## config.mk

```make
export PLATFORM = sky130hd
export DESIGN_NAME = waveform_peak_envelope_decimator_top
export DESIGN_NICKNAME = d
export VERILOG_FILES = /design/src/sv/wpe_pkg.sv /design/src/sv/wpe_divider.sv /design/src/sv/wpe_accum.sv /design/src/sv/waveform_peak_envelope_decimator_top.sv
export SDC_FILE = /design/constraint.sdc
export NUM_CORES = 2
export LEC_CHECK = 0
export BUFFER_PORTS_ARGS = -buffer_cell sky130_fd_sc_hd__clkbuf_2
export CORE_MARGIN = 2
export CORE_UTILIZATION = 39
export CTS_CLUSTER_SIZE = 40
export DETAILED_ROUTE_END_ITERATION = 7
export PLACE_DENSITY_LB_ADDON = 0.15
export REMOVE_ABC_BUFFERS = 1
export SKIP_CTS_REPAIR_TIMING = 1
export SLEW_MARGIN = 20
export SYNTH_ARGS = -nofsm -noshare
export SYNTH_HDL_FRONTEND = slang
export SYNTH_HIERARCHICAL = 1
export SYNTH_SLANG_ARGS = --single-unit
```

## constraint.sdc

```tcl
create_clock -name clock -period 5.06 [get_ports clock]
set_input_delay 0.506 -clock clock [delete_from_list [all_inputs] [get_ports clock]]
set_output_delay 0.506 -clock clock [all_outputs]
set_load 0.02 [all_outputs]
```

## src/sv/wpe_pkg.sv

```systemverilog
// Shared types, constants and register indexes for the waveform peak envelope decimator.
package wpe_pkg;

   localparam int MAX_CHANNELS = 8;
   localparam int SAMPLE_BITS  = 16;
   localparam int NUM_LEVELS   = 2;
   localparam int CH_BITS      = 3;
   localparam int LEN_BITS     = 17;
   localparam int CC_BITS      = 4;
   localparam int SUM_BITS     = 32;
   localparam int MAG_BITS     = SAMPLE_BITS + 1;
   localparam int DIV_CNT_BITS = $clog2(SUM_BITS);
   localparam int CSR_IDX_BITS = 2;
   localparam int CSR_BITS     = 17;

   localparam logic [CSR_IDX_BITS-1:0] CSR_CHANNEL_COUNT    = 2'd0;
   localparam logic [CSR_IDX_BITS-1:0] CSR_BLOCK_LEN_FINE   = 2'd1;
   localparam logic [CSR_IDX_BITS-1:0] CSR_BLOCK_LEN_COARSE = 2'd2;

   localparam logic [CC_BITS-1:0]  CHANNEL_COUNT_RESET    = 4'd2;
   localparam logic [LEN_BITS-1:0] BLOCK_LEN_FINE_RESET   = 17'd256;
   localparam logic [LEN_BITS-1:0] BLOCK_LEN_COARSE_RESET = 17'd362;
   localparam logic [LEN_BITS-1:0] FRAMES_MAX             = '1;

   localparam logic OP_SAMPLE = 1'b0;
   localparam logic OP_FLUSH  = 1'b1;

   typedef struct packed {
      logic                          op;
      logic signed [SAMPLE_BITS-1:0] sample;
   } req_type;

   typedef struct packed {
      logic                          level;
      logic [CH_BITS-1:0]            chan;
      logic signed [SAMPLE_BITS-1:0] min_value;
      logic signed [SAMPLE_BITS-1:0] max_value;
      logic [SAMPLE_BITS-1:0]        abs_mean;
      logic                          last;
   } rsp_type;

   typedef struct packed {
      logic                          upd;
      logic [CH_BITS-1:0]            ch;
      logic signed [SAMPLE_BITS-1:0] sample;
      logic [NUM_LEVELS-1:0]         first;
      logic [NUM_LEVELS-1:0]         clear;
      logic [CH_BITS-1:0]            rd_ch;
      logic                          rd_lv;
   } acc_ctrl_type;

   typedef enum logic [2:0] {
      ST_IDLE,
      ST_APPLY,
      ST_SCAN,
      ST_START,
      ST_DIV,
      ST_OUT
   } state_type;

endpackage

```

## src/sv/wpe_divider.sv

```systemverilog
// Restoring divider, one quotient bit per cycle, shared by every record's mean.
module wpe_divider (
   input  logic                          clock,
   input  logic                          reset,
   input  logic                          start,
   input  logic [wpe_pkg::SUM_BITS-1:0]  dividend,
   input  logic [wpe_pkg::LEN_BITS-1:0]  divisor,
   output logic                          done,
   output logic [wpe_pkg::SUM_BITS-1:0]  quotient
);
   import wpe_pkg::*;

   logic                    run_ff, run_in;
   logic                    done_ff, done_in;
   logic [DIV_CNT_BITS-1:0] cnt_ff, cnt_in;
   logic [SUM_BITS-1:0]     quo_ff, quo_in;
   logic [LEN_BITS-1:0]     rem_ff, rem_in;
   logic [LEN_BITS-1:0]     div_ff, div_in;
   logic [LEN_BITS:0]       trial;
   logic                    ge;

   assign trial = {rem_ff, quo_ff[SUM_BITS-1]};
   assign ge    = trial >= {1'b0, div_ff};

   always_comb begin
      run_in  = run_ff;
      done_in = 1'b0;
      cnt_in  = cnt_ff;
      quo_in  = quo_ff;
      rem_in  = rem_ff;
      div_in  = div_ff;
      if (start) begin
         run_in = 1'b1;
         cnt_in = '0;
         quo_in = dividend;
         rem_in = '0;
         div_in = divisor;
      end else if (run_ff) begin
         quo_in = {quo_ff[SUM_BITS-2:0], ge};
         rem_in = ge ? LEN_BITS'(trial - {1'b0, div_ff}) : trial[LEN_BITS-1:0];
         cnt_in = cnt_ff + 1'b1;
         if (cnt_ff == DIV_CNT_BITS'(SUM_BITS - 1)) begin
            run_in  = 1'b0;
            done_in = 1'b1;
         end
      end
   end

   always_ff @(posedge clock) begin
      if (reset) begin
         run_ff  <= 1'b0;
         done_ff <= 1'b0;
         cnt_ff  <= '0;
      end else begin
         run_ff  <= run_in;
         done_ff <= done_in;
         cnt_ff  <= cnt_in;
      end
      quo_ff <= quo_in;
      rem_ff <= rem_in;
      div_ff <= div_in;
   end

   assign done     = done_ff;
   assign quotient = quo_ff;

endmodule

```

## src/sv/wpe_accum.sv

```systemverilog
// Per channel and level min, max and absolute-sum stores with level clear.
module wpe_accum (
   input  logic                                 clock,
   input  logic                                 reset,
   input  wpe_pkg::acc_ctrl_type                ctrl,
   output logic signed [wpe_pkg::SAMPLE_BITS-1:0] rd_min,
   output logic signed [wpe_pkg::SAMPLE_BITS-1:0] rd_max,
   output logic [wpe_pkg::SUM_BITS-1:0]         rd_sum
);
   import wpe_pkg::*;

   logic signed [SAMPLE_BITS-1:0] min_ff [MAX_CHANNELS][NUM_LEVELS];
   logic signed [SAMPLE_BITS-1:0] max_ff [MAX_CHANNELS][NUM_LEVELS];
   logic [SUM_BITS-1:0]           sum_ff [MAX_CHANNELS][NUM_LEVELS];
   logic signed [MAG_BITS-1:0]    sample_ext;
   logic [MAG_BITS-1:0]           mag;

   assign sample_ext = MAG_BITS'(ctrl.sample);
   assign mag        = sample_ext[MAG_BITS-1] ? MAG_BITS'(-sample_ext) : sample_ext;

   always_ff @(posedge clock) begin
      if (reset) begin
         for (int c = 0; c < MAX_CHANNELS; c++) begin
            for (int l = 0; l < NUM_LEVELS; l++) begin
               min_ff[c][l] <= '0;
               max_ff[c][l] <= '0;
               sum_ff[c][l] <= '0;
            end
         end
      end else if (ctrl.upd) begin
         for (int l = 0; l < NUM_LEVELS; l++) begin
            if (ctrl.first[l] || ctrl.sample > max_ff[ctrl.ch][l]) begin
               max_ff[ctrl.ch][l] <= ctrl.sample;
            end
            if (ctrl.first[l] || ctrl.sample < min_ff[ctrl.ch][l]) begin
               min_ff[ctrl.ch][l] <= ctrl.sample;
            end
            sum_ff[ctrl.ch][l] <= sum_ff[ctrl.ch][l] + SUM_BITS'(mag);
         end
      end else begin
         for (int l = 0; l < NUM_LEVELS; l++) begin
            if (ctrl.clear[l]) begin
               for (int c = 0; c < MAX_CHANNELS; c++) begin
                  min_ff[c][l] <= '0;
                  max_ff[c][l] <= '0;
                  sum_ff[c][l] <= '0;
               end
            end
         end
      end
   end

   assign rd_min = min_ff[ctrl.rd_ch][ctrl.rd_lv];
   assign rd_max = max_ff[ctrl.rd_ch][ctrl.rd_lv];
   assign rd_sum = sum_ff[ctrl.rd_ch][ctrl.rd_lv];

   a_no_update_during_clear: assert property (@(posedge clock) disable iff (reset)
      ctrl.upd |-> ctrl.clear == '0)
      else $error("accumulator update collides with level clear");

endmodule

```

## src/sv/waveform_peak_envelope_decimator_top.sv

```systemverilog
// Top level: sequencer, frame and block counters, registers and record output stage.
// A sample transfer that closes no block goes through apply back to idle, and requests stall
// outside idle. Each record goes through start, the divider steps, divider done and output. A
// closing block scans before each emitting level and once more at the end; a burst holds at most
// 16 records. Synchronous active-high reset clears all stores and counters at once and loads the
// registers with 2 channels, fine block 256 and coarse block 362 frames.
module waveform_peak_envelope_decimator_top (
   input  logic                              clock,
   input  logic                              reset,
   input  logic                              req_valid,
   output logic                              req_stall,
   input  wpe_pkg::req_type                  req_data,
   output logic                              rsp_valid,
   input  logic                              rsp_stall,
   output wpe_pkg::rsp_type                  rsp_data,
   input  logic                              csr_write,
   input  logic [wpe_pkg::CSR_IDX_BITS-1:0]  csr_index,
   input  logic [wpe_pkg::CSR_BITS-1:0]      csr_data
);
   import wpe_pkg::*;

   state_type             state_ff, state_in;
   req_type               item_ff, item_in;
   logic [CH_BITS-1:0]    slot_ff, slot_in;
   logic [LEN_BITS-1:0]   frames_ff [NUM_LEVELS];
   logic [LEN_BITS-1:0]   frames_in [NUM_LEVELS];
   logic [NUM_LEVELS-1:0] mask_ff, mask_in;
   logic                  lv_ff, lv_in;
   logic [CH_BITS-1:0]    ch_ff, ch_in;
   logic                  rsp_valid_ff, rsp_valid_in;
   rsp_type               rsp_data_ff, rsp_data_in;
   logic [CC_BITS-1:0]    chan_count_ff;
   logic [LEN_BITS-1:0]   len_fine_ff, len_coarse_ff;

   logic                  accept;
   logic                  is_flush;
   logic [CH_BITS-1:0]    last_ch;
   logic [CH_BITS-1:0]    slot_next;
   logic                  close;
   logic [LEN_BITS-1:0]   len_eff [NUM_LEVELS];
   logic [LEN_BITS-1:0]   frames_inc [NUM_LEVELS];
   logic [NUM_LEVELS-1:0] mask_new;
   logic                  out_free;
   logic                  last_rec;
   logic                  div_start;
   logic                  div_done;
   logic [SUM_BITS-1:0]   quotient;
   logic [LEN_BITS-1:0]   cur_frames;
   acc_ctrl_type          acc_ctrl;
   logic signed [SAMPLE_BITS-1:0] rd_min, rd_max;
   logic [SUM_BITS-1:0]   rd_sum;

   assign req_stall = (state_ff != ST_IDLE);
   assign accept    = req_valid && !req_stall;
   assign is_flush  = (item_ff.op == OP_FLUSH);
   assign out_free  = !rsp_valid_ff || !rsp_stall;
   assign slot_next = slot_ff + 1'b1;

   always_comb begin
      if (chan_count_ff == '0) begin
         last_ch = '0;
      end else if (chan_count_ff >= CC_BITS'(MAX_CHANNELS)) begin
         last_ch = CH_BITS'(MAX_CHANNELS - 1);
      end else begin
         last_ch = CH_BITS'(chan_count_ff - 1'b1);
      end
   end

   assign len_eff[0] = (len_fine_ff == '0) ? LEN_BITS'(1) : len_fine_ff;
   assign len_eff[1] = (len_coarse_ff == '0) ? LEN_BITS'(1) : len_coarse_ff;

   assign close = is_flush ? (slot_ff != '0) : (slot_next == '0 || slot_next > last_ch);

   always_comb begin
      for (int l = 0; l < NUM_LEVELS; l++) begin
         if (close && frames_ff[l] != FRAMES_MAX) begin
            frames_inc[l] = frames_ff[l] + 1'b1;
         end else begin
            frames_inc[l] = frames_ff[l];
         end
         mask_new[l] = is_flush ? (frames_inc[l] != '0) : (close && frames_inc[l] >= len_eff[l]);
      end
   end

   assign cur_frames = frames_ff[lv_ff];
   assign last_rec   = (ch_ff == last_ch) && (lv_ff || !mask_ff[1]);

   // next state
   always_comb begin
      state_in = state_ff;
      case (state_ff)
         ST_IDLE: begin
            if (accept) state_in = ST_APPLY;
         end
         ST_APPLY: begin
            state_in = (mask_new != '0) ? ST_SCAN : ST_IDLE;
         end
         ST_SCAN: begin
            state_in = (mask_ff != '0) ? ST_START : ST_IDLE;
         end
         ST_START: begin
            state_in = ST_DIV;
         end
         ST_DIV: begin
            if (div_done) state_in = ST_OUT;
         end
         ST_OUT: begin
            if (out_free) state_in = (ch_ff == last_ch) ? ST_SCAN : ST_START;
         end
         default: begin
            state_in = ST_IDLE;
         end
      endcase
   end

   // datapath controls and register updates
   always_comb begin
      item_in      = item_ff;
      slot_in      = slot_ff;
      frames_in    = frames_ff;
      mask_in      = mask_ff;
      lv_in        = lv_ff;
      ch_in        = ch_ff;
      rsp_data_in  = rsp_data_ff;
      rsp_valid_in = rsp_valid_ff && rsp_stall;
      div_start    = 1'b0;
      acc_ctrl.upd    = 1'b0;
      acc_ctrl.ch     = slot_ff;
      acc_ctrl.sample = item_ff.sample;
      acc_ctrl.clear  = '0;
      acc_ctrl.rd_ch  = ch_ff;
      acc_ctrl.rd_lv  = lv_ff;
      for (int l = 0; l < NUM_LEVELS; l++) begin
         acc_ctrl.first[l] = (frames_ff[l] == '0);
      end
      case (state_ff)
         ST_IDLE: begin
            if (accept) item_in = req_data;
         end
         ST_APPLY: begin
            acc_ctrl.upd = !is_flush;
            if (close) begin
               slot_in = '0;
            end else if (!is_flush) begin
               slot_in = slot_next;
            end
            frames_in = frames_inc;
            mask_in   = mask_new;
         end
         ST_SCAN: begin
            lv_in = !mask_ff[0];
            ch_in = '0;
         end
         ST_START: begin
            div_start = 1'b1;
         end
         ST_DIV: begin
         end
         ST_OUT: begin
            if (out_free) begin
               rsp_valid_in          = 1'b1;
               rsp_data_in.level     = lv_ff;
               rsp_data_in.chan      = ch_ff;
               rsp_data_in.min_value = rd_min;
               rsp_data_in.max_value = rd_max;
               rsp_data_in.abs_mean  = (cur_frames == '0) ? '0 : quotient[SAMPLE_BITS-1:0];
               rsp_data_in.last      = last_rec;
               if (ch_ff == last_ch) begin
                  acc_ctrl.clear[lv_ff] = 1'b1;
                  frames_in[lv_ff]      = '0;
                  mask_in[lv_ff]        = 1'b0;
               end else begin
                  ch_in = ch_ff + 1'b1;
               end
            end
         end
         default: begin
         end
      endcase
   end

   always_ff @(posedge clock) begin
      if (reset) begin
         state_ff      <= ST_IDLE;
         slot_ff       <= '0;
         frames_ff     <= '{default: '0};
         mask_ff       <= '0;
         lv_ff         <= 1'b0;
         ch_ff         <= '0;
         rsp_valid_ff  <= 1'b0;
         chan_count_ff <= CHANNEL_COUNT_RESET;
         len_fine_ff   <= BLOCK_LEN_FINE_RESET;
         len_coarse_ff <= BLOCK_LEN_COARSE_RESET;
      end else begin
         state_ff     <= state_in;
         slot_ff      <= slot_in;
         frames_ff    <= frames_in;
         mask_ff      <= mask_in;
         lv_ff        <= lv_in;
         ch_ff        <= ch_in;
         rsp_valid_ff <= rsp_valid_in;
         if (csr_write) begin
            case (csr_index)
               CSR_CHANNEL_COUNT:    chan_count_ff <= csr_data[CC_BITS-1:0];
               CSR_BLOCK_LEN_FINE:   len_fine_ff   <= csr_data[LEN_BITS-1:0];
               CSR_BLOCK_LEN_COARSE: len_coarse_ff <= csr_data[LEN_BITS-1:0];
               default: begin
               end
            endcase
         end
      end
      item_ff     <= item_in;
      rsp_data_ff <= rsp_data_in;
   end

   wpe_accum u_accum (
      .clock  (clock),
      .reset  (reset),
      .ctrl   (acc_ctrl),
      .rd_min (rd_min),
      .rd_max (rd_max),
      .rd_sum (rd_sum)
   );

   wpe_divider u_divider (
      .clock    (clock),
      .reset    (reset),
      .start    (div_start),
      .dividend (rd_sum),
      .divisor  (cur_frames),
      .done     (div_done),
      .quotient (quotient)
   );

   assign rsp_valid = rsp_valid_ff;
   assign rsp_data  = rsp_data_ff;

   a_div_done_in_div: assert property (@(posedge clock) disable iff (reset)
      div_done |-> state_ff == ST_DIV)
      else $error("divider finished outside the divide state");

   a_div_level_pending: assert property (@(posedge clock) disable iff (reset)
      (state_ff == ST_DIV || state_ff == ST_OUT) |-> mask_ff[lv_ff])
      else $error("record in progress for a level that is not emitting");

   a_last_ends_burst: assert property (@(posedge clock) disable iff (reset)
      (state_ff == ST_OUT && out_free && last_rec) |=> (mask_ff == '0 && state_ff == ST_SCAN))
      else $error("levels still pending after the final record");

   a_close_resets_slot: assert property (@(posedge clock) disable iff (reset)
      (state_ff == ST_APPLY && close) |=> slot_ff == '0)
      else $error("channel slot not rewound at frame close");

endmodule

```

### Word-level counts from Yosys, hierarchy flattened

Memories as Yosys holds them, arrays and structs flattened. A register that Yosys moved wholly into a read port is not among the register bits.
Cells that the tools add are included.

| operators by class | value |
|---|---|
| muxes and demuxes | 156 |
| magnitude comparators | 13 |
| equal/unequal tests | 17 |
| reduce and logical (&&, ||, !) cells | 54 |
| add/sub/neg operators | 10 |
| bitwise logic cells | 54 |

Operators by type and width:

| operator | number |
|---|---|
| 2-to-1 mux 32 bit | 23 |
| 2-to-1 mux 16 bit | 38 |
| 2-to-1 mux 17 bit | 10 |
| zero test 17 bit | 5 |
| 2-to-1 mux 3 bit | 24 |
| 2-to-1 mux 34 bit | 2 |
| case mux 34 bit (2 select lines) | 1 |
| adder 32 x 17 -> 32 bit | 2 |
| 2-to-1 mux 64 bit | 1 |
| OR reduction 32 bit | 2 |
| OR reduction 64 bit | 1 |
| bitwise OR 1 bit | 48 |
| 2-to-1 mux 1 bit | 42 |
| adder 17 x 1 -> 17 bit (second input constant) | 2 |
| bitwise AND 34 bit | 1 |
| >= comparator 17 bit | 2 |
| inequality test 17 bit (second input constant) | 2 |
| NOT 34 bit | 1 |
| nonzero test 17 bit | 2 |
| > comparator 16 bit | 2 |
| less-than comparator 16 bit | 2 |
| 2-to-1 mux 2 bit | 10 |
| >= comparator 18 x 17 -> 1 bit | 1 |
| case mux 3 bit (6 select lines) | 1 |
| other kinds (40) | 79 |

| storage, ports and cells | value |
|---|---|
| output and inout bits | 55 |
| bits in registers | 228 |
| bits of input ports | 41 |
| bits in writable memories | 1,024 |
| memories | 3 |

Memories:

| name | words | width | read ports | clocked after Yosys merged registers in | write ports | RTL line | text |
|---|---|---|---|---|---|---|---|
| u_accum.sum_ff | 8 | 64 | 2 | 2 | 8 | wpe_accum.sv:14 | `logic [SUM_BITS-1:0] sum_ff [MAX_CHANNELS][NUM_LEVELS];` |
| u_accum.max_ff | 8 | 32 | 2 | 2 | 8 | wpe_accum.sv:13 | `logic signed [SAMPLE_BITS-1:0] max_ff [MAX_CHANNELS][NUM_LEVELS];` |
| u_accum.min_ff | 8 | 32 | 2 | 2 | 8 | wpe_accum.sv:12 | `logic signed [SAMPLE_BITS-1:0] min_ff [MAX_CHANNELS][NUM_LEVELS];` |

### Depth between registers and ports, before layout

| logic depth | value |
|---|---|
| depth in word-level cells | 14 |
| gate-level depth with buffers | 24 |
| gate-level depth less buffers | 21 |

### Modules after synthesis

Netlist, hierarchy kept.

By module, submodules not included:

| module | area each (µm²) | times used | cells an instance |
|---|---|---|---|
| wpe_accum | 53,727.8 | 1 | 4,848 |
| waveform_peak_envelope_decimator_top | 8,032.7 | 1 | 848 |
| wpe_divider | 3,898.7 | 1 | 336 |

### Worst setup path after synthesis

No wires, ideal clock.

| timing | value |
|---|---|
| path kind | register to register |
| from | register slot_ff[1] |
| to | memory u_accum/min_ff[0][0] (netlist name), enable pin |
| slack | -280 ps |
| setup time | 411 ps |
| arrival time | 4,929 ps |
| path buffers | 11 |
| stages on the path, launching flop included | 25 |
| required time | 4,649 ps |
| path through | dfxtp_1 -> buf_6 -> buf_12 -> buf_12 -> buf_8 -> buf_6 -> buf_6 -> buf_2 -> buf_2 -> mux2i_1 -> nor2_1 -> a21oi_1 -> o211ai_1 -> a221oi_1 -> ha_1 -> o21a_1 -> o21ai_0 -> a21oi_1 -> o21ai_1 -> a211oi_1 -> o21a_1 -> buf_2 -> buf_2 -> buf_2 -> o21ai_0 |

RTL lines:

| what | RTL line | text |
|---|---|---|
| start: declaration | waveform_peak_envelope_decimator_top.sv:24 | `logic [CH_BITS-1:0] slot_ff, slot_in;` |
| start signal: assignment | waveform_peak_envelope_decimator_top.sv:196 | `slot_ff <= slot_in;` |
| end: declaration | wpe_accum.sv:12 |  |

==> flow_summary_export.csv <==
group,metric,value,unit
status,status,"complete, no violations",
yosys,yosys.area.top_type,"edfxtp_1",
yosys,netlist_area,65700,µm²
sta,fin_crit,5.00,ns
layout,layout.nets,6304,
clock_tree,worstSkewPairLatency,0.80,ns
critical_path,cp_max_fo,8,
job,cap_violations,0,
power,powerDensity,355,nW/µm²
sta,hold_violations,0,
clock_tree,clkTransAtPathRegs,0.06,ns
layout,drive_gt1_share,19.6,%
yosys,synth-edff-count,567,
die,core_area,167000,µm²
sta,slew_violations,0,
critical_path,worstSetupPathType,"reg -> reg",
placement,portBuffers,95,
power,pwr-share-comb,17.0,%
detailed_routing,dr.pass1.iters,6,
yosys,synth-seq-cells,1252,
placement,gp_congestion,0.925,
sta,tns,0,ns
detailed_routing,wl_per_cell,29.9,µm
layout,syn_to_final_growth,14.7,%
sta,worst_slew_pin_slew,1.22,ns
power,power_switching,7.66,mW
die,rows,150,
global_routing,grt_max_degree,118,
sta,rsz0062_at_grt,"no",
placement,dp_hpwl,163000,µm
critical_path,worst_setup_path_start_kind,"register",
sta,fin_skew,0.0282,ns
global_routing,grt_pass1_vias,52100,
yosys,postSynth.asyncResetShare,0,%
die,dieWidth,414,µm
yosys,syn-instance-count,6032,
sta,fmax,200,MHz
detailed_routing,wirelength,252000,µm
power,power_frac_clock,41.7,%
clock_tree,cts_buffer_depth,3,
hold_path,min_path_type,"in -> reg",
die,start_util,39.3,%
yosys,synth_ff_type,"dfxtp_1",
clock_tree,cts_tree,"done",
die,die_area,172000,µm²
sta,setup_viol,0,
yosys,ys_types,117,
yosys,post-synth-top-area-fraction,25.9,%
global_routing,grt_pass1_wl,366000,µm
global_routing,track_usage,28.5,%
yosys,seq_area_frac_synth,46.8,%
power,p_sw_share,28.7,%
power,leakagePower,26.9,nW
detailed_routing,viasPerCell,6.37,
yosys,syn_area_per_cell,10.9,µm²
global_routing,grt_antenna_before_repair,12,
clock_tree,htreeDepth,4,
sta,fin_crit_sh,98.8,%
critical_path,cp.arrival,5.50,ns
yosys,ys_warn_count,6,
layout,fin_util,45.0,%
layout,fillers,15500,
detailed_routing,drt-initial-drc-count,6301,
global_routing,grt_overflow,0,
clock_tree,cts-root-buf,"clkbuf_16",
detailed_routing,via_count,53700,
power,ir_drop,0.000294,V
detailed_routing,antenna_left,0,
yosys,ys_top_cells_by_area,"edfxtp_1, dfxtp_1, mux4_2",
sta,maxSlewHeadroom,18.0,%
critical_path,crit_required,5.56,ns
power,seq_power_share,41.4,%
die,boundaryPins,96,
detailed_routing,drcViolationCount,0,
power,p_total,26.7,mW
clock_tree,cts_num_sinks,1252,
power,p_int,19.1,mW
critical_path,critPathCaptureType,"register",
die,dieHeight,414,µm
layout,num_antenna_cells,0,
clock_tree,cts_buffers,146,
==> layout by cell type, fill, tap and decap left out, types with 190 or more instances in the layout <==
master      n
a21oi_1   208
a22o_1    190
a22oi_1   254
buf_4     287
dfxtp_1   678
edfxtp_1  567
mux4_2    333
nand2_1   419
nand3_1   249
nor2_1    512
o21ai_0   210
==> cell type report <==
| class | instances | area (µm²) | share of cell area (%) |
|---|---|---|---|
| Multi-Input combinational cell | 4102 | 32500 | 43.1 |
| Clock inverter | 82 | 975 | 1.29 |
| Clock buffer | 192 | 4000 | 5.31 |
| Sequential cell | 1252 | 30800 | 40.8 |
| Inverter | 141 | 533 | 0.708 |
| Timing Repair Buffer | 453 | 3820 | 5.08 |
| Tap cell | 2204 | 2760 | 3.66 |
==> critical path, stage by stage (launching register included) <==
cell and delay, ns:
edfxtp_1 0.69, or4_1 0.86, o31ai_1 0.41, xnor2_1 0.37, ha_1 0.41, a21oi_1 0.23, o21ai_0 0.14, nor3_1 0.17
o21ai_0 0.30, buf_4 0.25, and2_1 0.23, and4bb_1 0.26, xor2_2 0.28, nor2_1 0.09
==> per-stage QoR <==
stage	std cells	hold WS [ns]	cell area, µm²	setup WS [ns]
2_1_floorplan	5495	0.430	63400	-12.66
3_3_place_gp	8124	0.448	70000	-0.578
3_5_place_dp	8125	0.454	70000	0.193
4_1_cts	8399	-0.167	75000	0.183
5_1_grt	8426	0.0333	75300	0.0154
6_report	8426	0.0372	75300	0.0622
==> kinds of logic after synthesis <==
logic type      synth area share (%)
compound gates                  15.7
xor+xnor                        1.76
fa+ha+maj                       3.22
buf+inv                         4.27
flops                           46.8
mux                             14.7
other cells                  0.00571
simple gates                    13.5
==> routing by layer <==
| metal | global-route usage (%) | part of all wire, % |
|---|---|---|
| met2 | 44.5 | 45 |
| met1 | 39.3 | 41 |
| met5 | 0 | 0.035 |
| met3 | 5.69 | 9.8 |
| met4 | 10.3 | 3.8 |
==> power groups by stage <==
| stage | Clock, mW | Sequential [mW] | Combinational (mW) |
|---|---|---|---|
| after floorplan | 0 | 11.2 | 2.62 |
| after global placement | 0 | 11.3 | 4.34 |
| after detailed placement | 0 | 11.3 | 4.35 |
| after CTS | 11.3 | 11.0 | 4.37 |
| after global routing | 11.6 | 11.1 | 4.86 |
| final | 11.1 | 11.1 | 4.53 |
==> synthesized netlist by cell type, drive strengths merged, types with 132 or more instances <==
library cell and number:
dfxtp 685, edfxtp 567, nor2 540, nand2 438, clkbuf 368, mux4 340
o21ai 259, a22oi 255, nand3 253, a21oi 218, a22o 190, buf 170
ha 164, inv 140, and2 138, nor3 132
==> flip-flops by register name, indices dropped and copies added, names as in the netlist, 4 cells and up <==
| register | count |
|---|---|
| u_accum/min_ff | 256 |
| len_fine_ff | 17 |
| u_divider/quotient | 32 |
| chan_count_ff | 4 |
| u_accum/max_ff | 256 |
| frames_ff | 34 |
| u_divider/rem_ff | 17 |
| rsp_data | 53 |
| acc_ctrl | 16 |
| u_accum/sum_ff | 512 |
| u_divider/cnt_ff | 5 |
| len_coarse_ff | 17 |
| u_divider/div_ff | 17 |
==> final timing paths <==
| kind | from | to | slack [ns] | cells after the start |
|---|---|---|---|---|
| max | acc_ctrl[17]$_DFFE_PP_ | u_accum/sum_ff[1][61]$_SDFFCE_PN0P_ | 0.06 | 13 |
| max reg2reg | acc_ctrl[17]$_DFFE_PP_ | u_accum/sum_ff[1][61]$_SDFFCE_PN0P_ | 0.06 | 13 |
| min | csr_data[1] | len_fine_ff[1]$_SDFFE_PP0P_ | 0.04 | 3 |
| min reg2reg | len_coarse_ff[0]$_SDFFE_PP0P_ | len_coarse_ff[0]$_SDFFE_PP0P_ | 0.46 | 2 |
No activity file was read; power rests on OpenSTA's default activity.
